`config.mk`:
```
export PLATFORM = sky130hd
export DESIGN_NAME = group_by_having_aggregator
export DESIGN_NICKNAME = d
export VERILOG_FILES = /design/src/rtl/core/gba_pkg.sv /design/src/rtl/core/gba_div.sv /design/src/rtl/core/gba_datapath.sv /design/src/rtl/core/gba_ctrl.sv /design/src/rtl/core/group_by_having_aggregator.sv
export SDC_FILE = /design/constraint.sdc
export NUM_CORES = 1
export LEC_CHECK = 0
export ABC_AREA = 1
export BUFFER_PORTS_ARGS = -buffer_cell sky130_fd_sc_hd__buf_2
export CAP_MARGIN = 40
export CORE_ASPECT_RATIO = 0.5
export CORE_UTILIZATION = 28
export DETAILED_ROUTE_END_ITERATION = 10
export PLACE_DENSITY = 0.46
export SYNTH_ARGS = -nofsm -noshare
export SYNTH_HDL_FRONTEND = slang
export SYNTH_HIERARCHICAL = 1
export SYNTH_SLANG_ARGS = --single-unit
```
`constraint.sdc`:
```
create_clock -name clk_i -period 8.7 [get_ports clk_i]
set_input_delay 1.305 -clock clk_i [delete_from_list [all_inputs] [get_ports clk_i]]
set_output_delay 1.305 -clock clk_i [all_outputs]
set_load 0.01 [all_outputs]
```
`src/rtl/core/gba_pkg.sv`:
```
package gba_pkg;

  localparam int unsigned DATA_WIDTH_DEF = 32;
  localparam int unsigned KEY_W          = 32;
  localparam int unsigned FIELD_W        = 32;
  localparam int unsigned CFG_DATA_W     = 32;
  localparam int unsigned CFG_IDX_W      = 2;
  localparam int unsigned CODE_W         = 3;

  typedef enum logic [CODE_W-1:0] {
    AGG_SUM   = 3'd0,
    AGG_MAX   = 3'd1,
    AGG_MIN   = 3'd2,
    AGG_COUNT = 3'd3,
    AGG_AVG   = 3'd4
  } agg_func_e;

  typedef enum logic [CODE_W-1:0] {
    CMP_LT = 3'd0,
    CMP_GT = 3'd1,
    CMP_GE = 3'd2,
    CMP_LE = 3'd3,
    CMP_EQ = 3'd4,
    CMP_NE = 3'd5
  } cmp_op_e;

  typedef enum logic [CFG_IDX_W-1:0] {
    CFG_HAVING_FUNC = 2'd0,
    CFG_RETURN_FUNC = 2'd1,
    CFG_COMPARE_OP  = 2'd2,
    CFG_THRESHOLD   = 2'd3
  } cfg_idx_e;

  typedef enum logic [2:0] {
    ST_IDLE,
    ST_CHECK,
    ST_CLOSE,
    ST_DIV,
    ST_EMIT,
    ST_ABSORB
  } ctrl_state_e;

  typedef struct packed {
    logic load_in;
    logic absorb;
    logic start_div;
    logic emit;
    logic emit_done;
    logic close_group;
  } gba_cmd_t;

  typedef struct packed {
    logic key_change;
    logic need_avg;
    logic div_done;
    logic pass;
    logic out_free;
    logic in_end;
  } gba_status_t;

endpackage

```
`src/rtl/core/gba_div.sv`:
```
module gba_div #(
  parameter int unsigned DW = gba_pkg::DATA_WIDTH_DEF
) (
  input  logic                 clk_i,
  input  logic                 rst_ni,
  input  logic                 start_i,
  input  logic signed [DW-1:0] dividend_i,
  input  logic        [DW-1:0] divisor_i,
  output logic                 done_o,
  output logic signed [DW-1:0] quot_o
);

  localparam int unsigned CntW = $clog2(DW + 1);

  logic            busy_q, fin_q, done_q;
  logic [CntW-1:0] cnt_q;
  logic [DW:0]     rem_q;
  logic [DW-1:0]   quo_q, dsr_q, mag;
  logic            neg_q;
  logic signed [DW-1:0] res_q;

  logic [DW:0] rem_sh, diff;
  logic        ge;

  assign mag    = dividend_i[DW-1] ? (~dividend_i + DW'(1)) : dividend_i;
  assign rem_sh = {rem_q[DW-1:0], quo_q[DW-1]};
  assign diff   = rem_sh - {1'b0, dsr_q};
  assign ge     = ~diff[DW];

  always_ff @(posedge clk_i or negedge rst_ni) begin
    if (!rst_ni) begin
      busy_q <= 1'b0;
      fin_q  <= 1'b0;
      done_q <= 1'b0;
      cnt_q  <= '0;
    end else begin
      done_q <= 1'b0;
      if (start_i) begin
        busy_q <= 1'b1;
        cnt_q  <= '0;
      end else if (busy_q) begin
        cnt_q <= cnt_q + CntW'(1);
        if (cnt_q == CntW'(DW - 1)) begin
          busy_q <= 1'b0;
          fin_q  <= 1'b1;
        end
      end else if (fin_q) begin
        fin_q  <= 1'b0;
        done_q <= 1'b1;
      end
    end
  end

  // Restoring division on magnitudes; the sign is put back in the final cycle.
  always_ff @(posedge clk_i) begin
    if (start_i) begin
      rem_q <= '0;
      quo_q <= mag;
      dsr_q <= divisor_i;
      neg_q <= dividend_i[DW-1];
    end else if (busy_q) begin
      rem_q <= ge ? diff : rem_sh;
      quo_q <= {quo_q[DW-2:0], ge};
    end else if (fin_q) begin
      res_q <= neg_q ? $signed(~quo_q + DW'(1)) : $signed(quo_q);
    end
  end

  assign done_o = done_q;
  assign quot_o = res_q;

endmodule

```
`src/rtl/core/gba_datapath.sv`:
```
module gba_datapath #(
  parameter int unsigned DW = gba_pkg::DATA_WIDTH_DEF
) (
  input  logic                                clk_i,
  input  logic                                rst_ni,
  input  logic                                cfg_we_i,
  input  logic [gba_pkg::CFG_IDX_W-1:0]       cfg_idx_i,
  input  logic [gba_pkg::CFG_DATA_W-1:0]      cfg_data_i,
  input  logic signed [gba_pkg::KEY_W-1:0]    group_key_i,
  input  logic signed [gba_pkg::FIELD_W-1:0]  row_value_i,
  input  logic                                end_of_table_i,
  output logic                                out_valid_o,
  input  logic                                out_ready_i,
  output logic signed [gba_pkg::KEY_W-1:0]    out_key_o,
  output logic signed [gba_pkg::FIELD_W-1:0]  out_value_o,
  output logic                                row_valid_o,
  output logic                                stream_done_o,
  output logic                                last_of_run_o,
  input  gba_pkg::gba_cmd_t                   cmd_i,
  output gba_pkg::gba_status_t                status_o
);

  import gba_pkg::*;

  localparam int unsigned CW = ((DW > FIELD_W) ? DW : FIELD_W) + 1;
  localparam logic [DW-1:0] CntMax = DW'((64'(1) << (DW - 1)) - 64'(1));

  // Configuration registers.
  logic [CODE_W-1:0]            hav_func_q, ret_func_q, cmp_op_q;
  logic signed [CFG_DATA_W-1:0] thr_q;

  // Captured input row.
  logic signed [KEY_W-1:0] key_q;
  logic signed [DW-1:0]    val_q;
  logic                    end_q;

  // Open group.
  logic                    group_open_q;
  logic signed [KEY_W-1:0] cur_key_q;
  logic signed [DW-1:0]    sum_q, max_q, min_q;
  logic        [DW-1:0]    cnt_q;

  // Output register.
  logic                      out_valid_q, row_valid_q, done_q, last_q;
  logic signed [KEY_W-1:0]   out_key_q;
  logic signed [FIELD_W-1:0] out_value_q;

  logic                 div_done;
  logic signed [DW-1:0] avg;
  logic signed [CW-1:0] hav_agg, ret_agg, thr;
  logic                 pass;

  gba_div #(
    .DW(DW)
  ) u_div (
    .clk_i,
    .rst_ni,
    .start_i    (cmd_i.start_div),
    .dividend_i (sum_q),
    .divisor_i  (cnt_q),
    .done_o     (div_done),
    .quot_o     (avg)
  );

  always_ff @(posedge clk_i or negedge rst_ni) begin
    if (!rst_ni) begin
      hav_func_q <= '0;
      ret_func_q <= '0;
      cmp_op_q   <= '0;
      thr_q      <= '0;
    end else if (cfg_we_i) begin
      case (cfg_idx_i)
        CFG_HAVING_FUNC: hav_func_q <= cfg_data_i[CODE_W-1:0];
        CFG_RETURN_FUNC: ret_func_q <= cfg_data_i[CODE_W-1:0];
        CFG_COMPARE_OP:  cmp_op_q   <= cfg_data_i[CODE_W-1:0];
        CFG_THRESHOLD:   thr_q      <= cfg_data_i;
        default: ;
      endcase
    end
  end

  always_ff @(posedge clk_i) begin
    if (cmd_i.load_in) begin
      key_q <= group_key_i;
      val_q <= DW'(row_value_i);
      end_q <= end_of_table_i;
    end
  end

  always_ff @(posedge clk_i or negedge rst_ni) begin
    if (!rst_ni) begin
      group_open_q <= 1'b0;
    end else if (cmd_i.close_group) begin
      group_open_q <= 1'b0;
    end else if (cmd_i.absorb) begin
      group_open_q <= 1'b1;
    end
  end

  always_ff @(posedge clk_i) begin
    if (cmd_i.absorb) begin
      if (!group_open_q) begin
        cur_key_q <= key_q;
        sum_q     <= val_q;
        max_q     <= val_q;
        min_q     <= val_q;
        cnt_q     <= DW'(1);
      end else begin
        sum_q <= sum_q + val_q;
        if (val_q > max_q) begin
          max_q <= val_q;
        end
        if (val_q < min_q) begin
          min_q <= val_q;
        end
        if (cnt_q < CntMax) begin
          cnt_q <= cnt_q + DW'(1);
        end
      end
    end
  end

  always_comb begin
    case (hav_func_q)
      AGG_SUM:   hav_agg = CW'(sum_q);
      AGG_MAX:   hav_agg = CW'(max_q);
      AGG_MIN:   hav_agg = CW'(min_q);
      AGG_COUNT: hav_agg = $signed(CW'(cnt_q));
      AGG_AVG:   hav_agg = CW'(avg);
      default:   hav_agg = '0;
    endcase
    case (ret_func_q)
      AGG_SUM:   ret_agg = CW'(sum_q);
      AGG_MAX:   ret_agg = CW'(max_q);
      AGG_MIN:   ret_agg = CW'(min_q);
      AGG_COUNT: ret_agg = $signed(CW'(cnt_q));
      AGG_AVG:   ret_agg = CW'(avg);
      default:   ret_agg = '0;
    endcase
  end

  assign thr = CW'(thr_q);

  always_comb begin
    case (cmp_op_q)
      CMP_LT:  pass = hav_agg <  thr;
      CMP_GT:  pass = hav_agg >  thr;
      CMP_GE:  pass = hav_agg >= thr;
      CMP_LE:  pass = hav_agg <= thr;
      CMP_EQ:  pass = hav_agg == thr;
      CMP_NE:  pass = hav_agg != thr;
      default: pass = 1'b0;
    endcase
  end

  always_ff @(posedge clk_i or negedge rst_ni) begin
    if (!rst_ni) begin
      out_valid_q <= 1'b0;
    end else if (cmd_i.emit) begin
      out_valid_q <= 1'b1;
    end else if (out_ready_i) begin
      out_valid_q <= 1'b0;
    end
  end

  // A failing group still reports on the end row, with zero key and value.
  always_ff @(posedge clk_i) begin
    if (cmd_i.emit) begin
      row_valid_q <= pass;
      done_q      <= cmd_i.emit_done;
      last_q      <= cmd_i.emit_done | ~end_q;
      out_key_q   <= pass ? cur_key_q : '0;
      out_value_q <= pass ? ret_agg[FIELD_W-1:0] : '0;
    end
  end

  assign status_o.key_change = group_open_q && (key_q != cur_key_q);
  assign status_o.need_avg   = (hav_func_q == AGG_AVG) || (ret_func_q == AGG_AVG);
  assign status_o.div_done   = div_done;
  assign status_o.pass       = pass;
  assign status_o.out_free   = ~out_valid_q | out_ready_i;
  assign status_o.in_end     = end_q;

  assign out_valid_o   = out_valid_q;
  assign out_key_o     = out_key_q;
  assign out_value_o   = out_value_q;
  assign row_valid_o   = row_valid_q;
  assign stream_done_o = done_q;
  assign last_of_run_o = last_q;

`ifndef ASSERT_OFF
  a_count_nonzero: assert property (@(posedge clk_i) disable iff (!rst_ni)
    group_open_q |-> (cnt_q != '0) && (cnt_q <= CntMax))
    else $error("row count out of range in an open group");

  a_min_le_max: assert property (@(posedge clk_i) disable iff (!rst_ni)
    group_open_q |-> (min_q <= max_q))
    else $error("running minimum above running maximum");

  a_fail_zero: assert property (@(posedge clk_i) disable iff (!rst_ni)
    (out_valid_q && !row_valid_q) |-> (out_key_q == '0) && (out_value_q == '0))
    else $error("non-passing result carries data");

  a_end_closes: assert property (@(posedge clk_i) disable iff (!rst_ni)
    (cmd_i.emit && cmd_i.emit_done) |=> !group_open_q)
    else $error("group still open after end of table");
`endif

endmodule

```
`src/rtl/core/gba_ctrl.sv`:
```
module gba_ctrl (
  input  logic                 clk_i,
  input  logic                 rst_ni,
  input  logic                 in_valid_i,
  output logic                 in_ready_o,
  input  gba_pkg::gba_status_t status_i,
  output gba_pkg::gba_cmd_t    cmd_o
);

  import gba_pkg::*;

  ctrl_state_e state_q, state_d;
  logic        closing_end_q, closing_end_d;

  always_ff @(posedge clk_i or negedge rst_ni) begin
    if (!rst_ni) begin
      state_q       <= ST_IDLE;
      closing_end_q <= 1'b0;
    end else begin
      state_q       <= state_d;
      closing_end_q <= closing_end_d;
    end
  end

  always_comb begin
    state_d       = state_q;
    closing_end_d = closing_end_q;
    case (state_q)
      ST_IDLE: begin
        closing_end_d = 1'b0;
        if (in_valid_i) begin
          state_d = ST_CHECK;
        end
      end
      ST_CHECK: begin
        state_d = status_i.key_change ? ST_CLOSE : ST_ABSORB;
      end
      ST_CLOSE: begin
        state_d = status_i.need_avg ? ST_DIV : ST_EMIT;
      end
      ST_DIV: begin
        if (status_i.div_done) begin
          state_d = ST_EMIT;
        end
      end
      ST_EMIT: begin
        if (closing_end_q) begin
          if (status_i.out_free) begin
            state_d = ST_IDLE;
          end
        end else if (!status_i.pass || status_i.out_free) begin
          state_d = ST_ABSORB;
        end
      end
      ST_ABSORB: begin
        if (status_i.in_end) begin
          closing_end_d = 1'b1;
          state_d       = ST_CLOSE;
        end else begin
          state_d = ST_IDLE;
        end
      end
      default: state_d = ST_IDLE;
    endcase
  end

  always_comb begin
    in_ready_o = 1'b0;
    cmd_o      = '0;
    case (state_q)
      ST_IDLE: begin
        in_ready_o    = 1'b1;
        cmd_o.load_in = in_valid_i;
      end
      ST_CLOSE: begin
        cmd_o.start_div = status_i.need_avg;
      end
      ST_EMIT: begin
        // On a key change a failing group is dropped without a transfer.
        if (closing_end_q) begin
          cmd_o.emit        = status_i.out_free;
          cmd_o.emit_done   = status_i.out_free;
          cmd_o.close_group = status_i.out_free;
        end else if (!status_i.pass) begin
          cmd_o.close_group = 1'b1;
        end else begin
          cmd_o.emit        = status_i.out_free;
          cmd_o.close_group = status_i.out_free;
        end
      end
      ST_ABSORB: begin
        cmd_o.absorb = 1'b1;
      end
      default: ;
    endcase
  end

endmodule

```
`src/rtl/core/group_by_having_aggregator.sv`:
```
// A row that closes no group passes the idle, check and absorb states before the next transfer.
// Closing a group adds the close and emit states, and the divide state while the serial divider
// forms an average; an end row that also changes the key closes two groups.
// Throughput is one row at a time; a result waits in the output register while the next row
// runs, and a second result stalls the row until the first one has been taken.
// Reset (rst_ni low, asynchronous) clears the registers to sum, compare less, threshold 0,
// and leaves no group open and no result pending.
module group_by_having_aggregator #(
  parameter int unsigned DATA_WIDTH = gba_pkg::DATA_WIDTH_DEF
) (
  input  logic                                clk_i,
  input  logic                                rst_ni,
  input  logic                                cfg_we_i,
  input  logic [gba_pkg::CFG_IDX_W-1:0]       cfg_idx_i,
  input  logic [gba_pkg::CFG_DATA_W-1:0]      cfg_data_i,
  input  logic                                in_valid_i,
  output logic                                in_ready_o,
  input  logic signed [gba_pkg::KEY_W-1:0]    group_key_i,
  input  logic signed [gba_pkg::FIELD_W-1:0]  row_value_i,
  input  logic                                end_of_table_i,
  output logic                                out_valid_o,
  input  logic                                out_ready_i,
  output logic signed [gba_pkg::KEY_W-1:0]    out_key_o,
  output logic signed [gba_pkg::FIELD_W-1:0]  out_value_o,
  output logic                                row_valid_o,
  output logic                                stream_done_o,
  output logic                                last_of_run_o
);

  import gba_pkg::*;

  gba_cmd_t    cmd;
  gba_status_t status;

  gba_ctrl u_ctrl (
    .clk_i,
    .rst_ni,
    .in_valid_i,
    .in_ready_o,
    .status_i (status),
    .cmd_o    (cmd)
  );

  gba_datapath #(
    .DW(DATA_WIDTH)
  ) u_datapath (
    .clk_i,
    .rst_ni,
    .cfg_we_i,
    .cfg_idx_i,
    .cfg_data_i,
    .group_key_i,
    .row_value_i,
    .end_of_table_i,
    .out_valid_o,
    .out_ready_i,
    .out_key_o,
    .out_value_o,
    .row_valid_o,
    .stream_done_o,
    .last_of_run_o,
    .cmd_i    (cmd),
    .status_o (status)
  );

endmodule
```
# Yosys cells after proc, flatten, opt, wreduce, memory -nomap -nowiden
# Cells that the tools add are included.
classes:
  n_eq_ne: 34
  bitwise_logic: 10
  n_mux: 49
  n_addsub: 6
  order_cmp: 7
  reduce_logical: 25
op_table:
  columns: ["operator", "count"]
  rows:
  - ["$mux W32", 11]
  - ["$pmux W33 S5", 1]
  - ["$pmux W32 S5", 1]
  - ["$add A32 B1 Y32 const B", 2]
  - ["$not A32 Y32", 2]
  - ["$eq A33 B32 Y1", 1]
  - ["$ge A33 B32 Y1", 1]
  - ["$gt A33 B32 Y1", 1]
  - ["$le A33 B32 Y1", 1]
  - ["$lt A33 B32 Y1", 1]
  - ["$ne A33 B32 Y1", 1]
  - ["$sub A33 B32 Y33", 1]
  - ["$add A32 B2 Y32 const B", 1]
  - ["$add A32 B32 Y32", 1]
  - ["$gt A32 B32 Y1", 1]
  - ["$lt A32 B31 Y1 const B", 1]
  - ["$lt A32 B32 Y1", 1]
  - ["$ne A32 B32 Y1", 1]
  - ["$eq A3 B2 Y1 const B", 8]
  - ["$mux W3", 8]
  - ["$mux W1", 22]
  - ["$reduce_and A2 Y1", 10]
  - ["$eq A3 B3 Y1 const B", 6]
  - ["$pmux W3 S6", 1]
  - ["other kinds (23)", 46]
word_totals:
  in_bits: 104
  out_inout_bits: 69
  register_bits: 477

# Depth between registers and ports, before layout
logic_depth:
  depth_word: 9
  depth_mapped: 32
  mapped_depth_nobuf: 29

# Cells and area by module
# The synthesis kept the hierarchy.
modules_own_cells:
  columns: ["module", "area_per_inst_um2", "instances", "cells_per_inst", "seq_area_each_um2"]
  rows:
  - ["gba_datapath", 18720.5, 1, 2002, 9844.4]
  - ["gba_div", 9779.4, 1, 1379, 3778.6]
  - ["gba_ctrl", 326.6, 1, 53, 100.1]

# Worst setup path after synthesis
# Ideal clock, no wire load.
synth_path:
  path_kind: "register to register"
  from: "register u_datapath.hav_func_q[1]"
  to: "register u_datapath.last_q (netlist: u_datapath/last_of_run_o), enable pin"
  stages_incl_launch_ff: 25
  setup_ps: 576
  slack_ps: 720
  synth_period_minus_slack_ps: 7980
  arrival_time_ps: 7403
  n_path_buf: 3
  required_time_ps: 8124
  cell_sequence: "dfrtp_1 -> inv_1 -> nor3_1 -> inv_1 -> clkbuf_1 -> o22ai_1 -> a221oi_1 -> o21ai_0 -> ha_1 -> nand2_1 -> nor2_1 -> nand3_1 -> nor2_1 -> nand2_1 -> nand2_1 -> nor2_1 -> nand3_1 -> nand2_1 -> nand2_1 -> nand2_1 -> nand3_2 -> buf_2 -> buf_4 -> nor2_1 -> nor3_1"
synth_rtl:
  columns: ["item", "line", "source"]
  rows:
  - ["start, declared", "gba_datapath.sv:29", "logic [CODE_W-1:0] hav_func_q, ret_func_q, cmp_op_q;"]
  - ["start signal, assigned", "gba_datapath.sv:73", "CFG_HAVING_FUNC: hav_func_q <= cfg_data_i[CODE_W-1:0];"]
  - ["end signal, assigned", "gba_datapath.sv:171", "last_q <= cmd_i.emit_done | ~end_q;"]
  - ["end, declared", "gba_datapath.sv:44", "logic out_valid_q, row_valid_q, done_q, last_q;"]

==> impl_results.md <==
* Run status: complete, no violations
* Crit path cell chain: inv_1, nor3_1, inv_1, buf_16, o22ai_1, a221oi_1, o21ai_0, ha_1, nand2_1, nor2_1, nand3_1, nor2_1, nand2_1, nand2_1, nor2_1, nand3_1, nand2_1, nand2_1, nand2_1, nand3_4, nor2_1, nor3_2, buf_4, buf_4
* Fin. Hold Viols at 0
* DRC at 0
* Die Wd at 456 µm
* Sequential area share after synthesis at 47.6%
* Bufs on Longest Clock Path at 3
* Crit-path slowest cell: buf_4
* I/O pins at 173
* IR drop worst, VDD at ~150 µV
* YS warnings at 6
* Worst hold-check path type: reg2reg
* Fin area at 0.0331 mm²
* Placed cells at about 4,900
* Setup TNS at 0 ns
* Core area at 0.101 mm²
* Port-buffer cells at 172
* Avg WL per Cell at between 15 and 20 µm
* Worst path most repeated cell: nand2_1
* # clock sinks at 477
* Chip Height at 229 µm
* Period utilization at 59.4%
* Top Family by Delay on Critical Path: simple AND/OR/NAND/NOR gates
* Fraction of layout cells with a size suffix above 1 at 11.0%
* First-pass GRT wire length at 141,000 µm
* H-tree level count at 2
* Worst Tran Pin Value at between 0.7 and 0.8 ns
* TritonCTS Buffers at 50
* CP Class: reg2reg
* Area of placed instances at 0.0314 mm²
* Synth area leaders: edfxtp_1 (41%), nand2_1 (11%), inv_1 (7.8%)
* Post-CTS Resized at 0
* Post-synthesis cell type with the largest combined area: edfxtp_1
* WL final at 93,400 µm
* GRT overflow at 0
* Average size of a mapped cell at 8.39 µm²
* RSZ-0062 raised after global routing: false
* Post-Synthesis Net Count at 3,703
* Initial core utilization at 28.5%
* Mapped Area at 0.0288 mm²
* Cells after Synth at ~3,400
* Total power at between 0.01 and 0.015 W
* Die area at between 0.1 and 0.15 mm²
* Gr usage total at approximately 18%
* Final GP Congestion at approximately 0.94
* Worst endpoint required time at 8.94 ns
* Final min period at 5.17 ns
* Crit path DAT at roughly 5.4 ns
* Max Transition Viols Final at 0
* Fmax at 0.193 GHz
* Crit path max fanout at 36
* Initial DRC count at 1,991
* Async set-reset flop share out of synthesis at 11.7%
* Setup Fix Bufs, Post-CTS at 0
* CTS root buf: clkbuf_16
* Row cnt at 82
* Via density at 4.70
* Pin count of the biggest net entering global routing at 51
* Initial antenna violation count at 1
* Layout area overhead at 14.9%
* Skew-Pair Late Insertion Delay at 0.62 ns
* Final Skew at 0.0296 ns
* Relative slew slack at between 50% and 60%
* CTS tree: done
* Synth Flop Type: edfxtp_1
* Register bit total from synthesis at 477
* CTS Hold Bufs at 0
* Routed Antenna Nets at 0
* EDFF count, synth at 389
* Top cell type's share of synthesized area at between 40% and 50%
* Final Non-Filler Cells at around 5,000
* Pre-Repair DR Iteration Count at 6
* Power density over the cells at between 300 and 400 mW/mm²
* Final setup fails at 0
* MaxCap Viol Count at 0
* Critical path endpoint category: flop
* Commonest non-fill, non-tap cell in the layout: nand2_1
* Utilization after layout at 32.8%
* WP buf/inv at 5
* Clock slew at reported path FFs at 0.07 ns
* Dpl hpwl at ~73,000 µm
* Leading cell types in the layout, fill and taps excluded: nand2_1 (876), inv_1 (600), edfxtp_1 (389)
* CP peak stage delay at 0.52 ns
* Vias in the first global route at approximately 23,000
* Critical path startpoint category: flop
* Leakage at between 15 and 20 nW
* Layout Nets at approximately 3,900
* Vias at 23,500
* Netlist cell types at 61
## stage by stage
step	worst slack (ns)	hold WS, ns
finish	3.53	0.452
global route	3.02	0.485
CTS	3.51	0.451
detailed placement	3.56	0.435
global placement	3.22	0.441
floorplan	0.720	0.426
## cell families after synthesis
family | count (synthesis) | share of synthesized area, %
and+or+nand+nor | 1469 | 21.8
AOI/OAI and AO/OA | 518 | 10.5
DFF | 477 | 47.6
xor gates and xnor gates | 110 | 3.34
buffers and inverters | 695 | 9.48
adders and majority gates | 165 | 7.21
## layout make-up
type	instances	area (µm²)
repair buffers	207	1270
multi-input cells	2262	12400
clock inverters	38	423
clock buffers	56	1280
flip-flops and latches	477	13700
diodes	1	2.50
inverters	614	2300
well taps	1344	1680
fillers	10500	67900
## cells in the mapped netlist, drive strengths merged (2+ instances only)
cell type and count:
dfrtp 56, inv 613, o21bai 7, a31oi 18, o22ai 38, ha 163, nor3 60, or2 13
nor3b 4, nand4 29, nor2 269, a211oi 4, o21a 6, xnor2 51, clkbuf 55, a221oi 31
a21boi 3, fa 2, nand3 160, o211ai 8, nor4 10, a21o 9, xor2 59, a21oi 177
and2 5, buf 26, dfxtp 32, o2111ai 23, o31ai 4, o21ai 174, o221ai 7, nand3b 5
nand2 911, and3 3, edfxtp 389, a211o 4
## power by group
part	switching (W)	internal (W)	total (W)
Combinational	0.00290	0.00142	0.00432
Clock	0.00101	0.00129	0.00229
Sequential	0.000539	0.00329	0.00383
Total	0.00445	0.00600	0.0104
## final timing paths
check                                      endpoint  cells past startpoint  slack [ns]                      from
setup / recovery           u_datapath/out_key_o[30]                     24        3.53  u_datapath/hav_func_q[1]
hold / removal             u_datapath/cur_key_q[31]                      0        0.45      u_datapath/key_q[31]
setup reg to reg           u_datapath/out_key_o[30]                     24        3.53  u_datapath/hav_func_q[1]
hold reg to reg            u_datapath/cur_key_q[31]                      0        0.45      u_datapath/key_q[31]
max in group asynchronous   u_datapath/u_div/busy_q                      3        7.54                    rst_ni
min in group asynchronous         u_ctrl/state_q[2]                      2        0.62                    rst_ni
## state kept, by name, indices dropped and copies added (netlist names), 3 cells and up
| name | count |
|---|---|
| u_datapath/u_div/rem_q | 32 |
| u_datapath/key_q | 32 |
| u_datapath/sum_q | 32 |
| u_datapath/u_div/quo_q | 32 |
| u_datapath/thr_q | 32 |
| u_datapath/cnt_q | 32 |
| u_datapath/ret_func_q | 3 |
| u_datapath/val_q | 32 |
| u_datapath/out_value_o | 32 |
| u_datapath/u_div/cnt_q | 6 |
| u_datapath/u_div/quot_o | 32 |
| u_datapath/out_key_o | 32 |
| u_datapath/hav_func_q | 3 |
| u_ctrl/state_q | 3 |
| u_datapath/cmp_op_q | 3 |
| u_datapath/min_q | 32 |
| u_datapath/cur_key_q | 32 |
| u_datapath/u_div/dsr_q | 32 |
| u_datapath/max_q | 32 |
## per-layer routing
layer | track usage [%] | share of wire [%] | vias up
li1 | - | - | 11700
met1 | 25.5 | 48 | 11100
met2 | 28.0 | 44 | 635
met3 | 2.80 | 6.1 | 94
met4 | 3.75 | 1.8 | 2
met5 | 0 | 0.011 | -
Power figures use the tool's default switching activity.
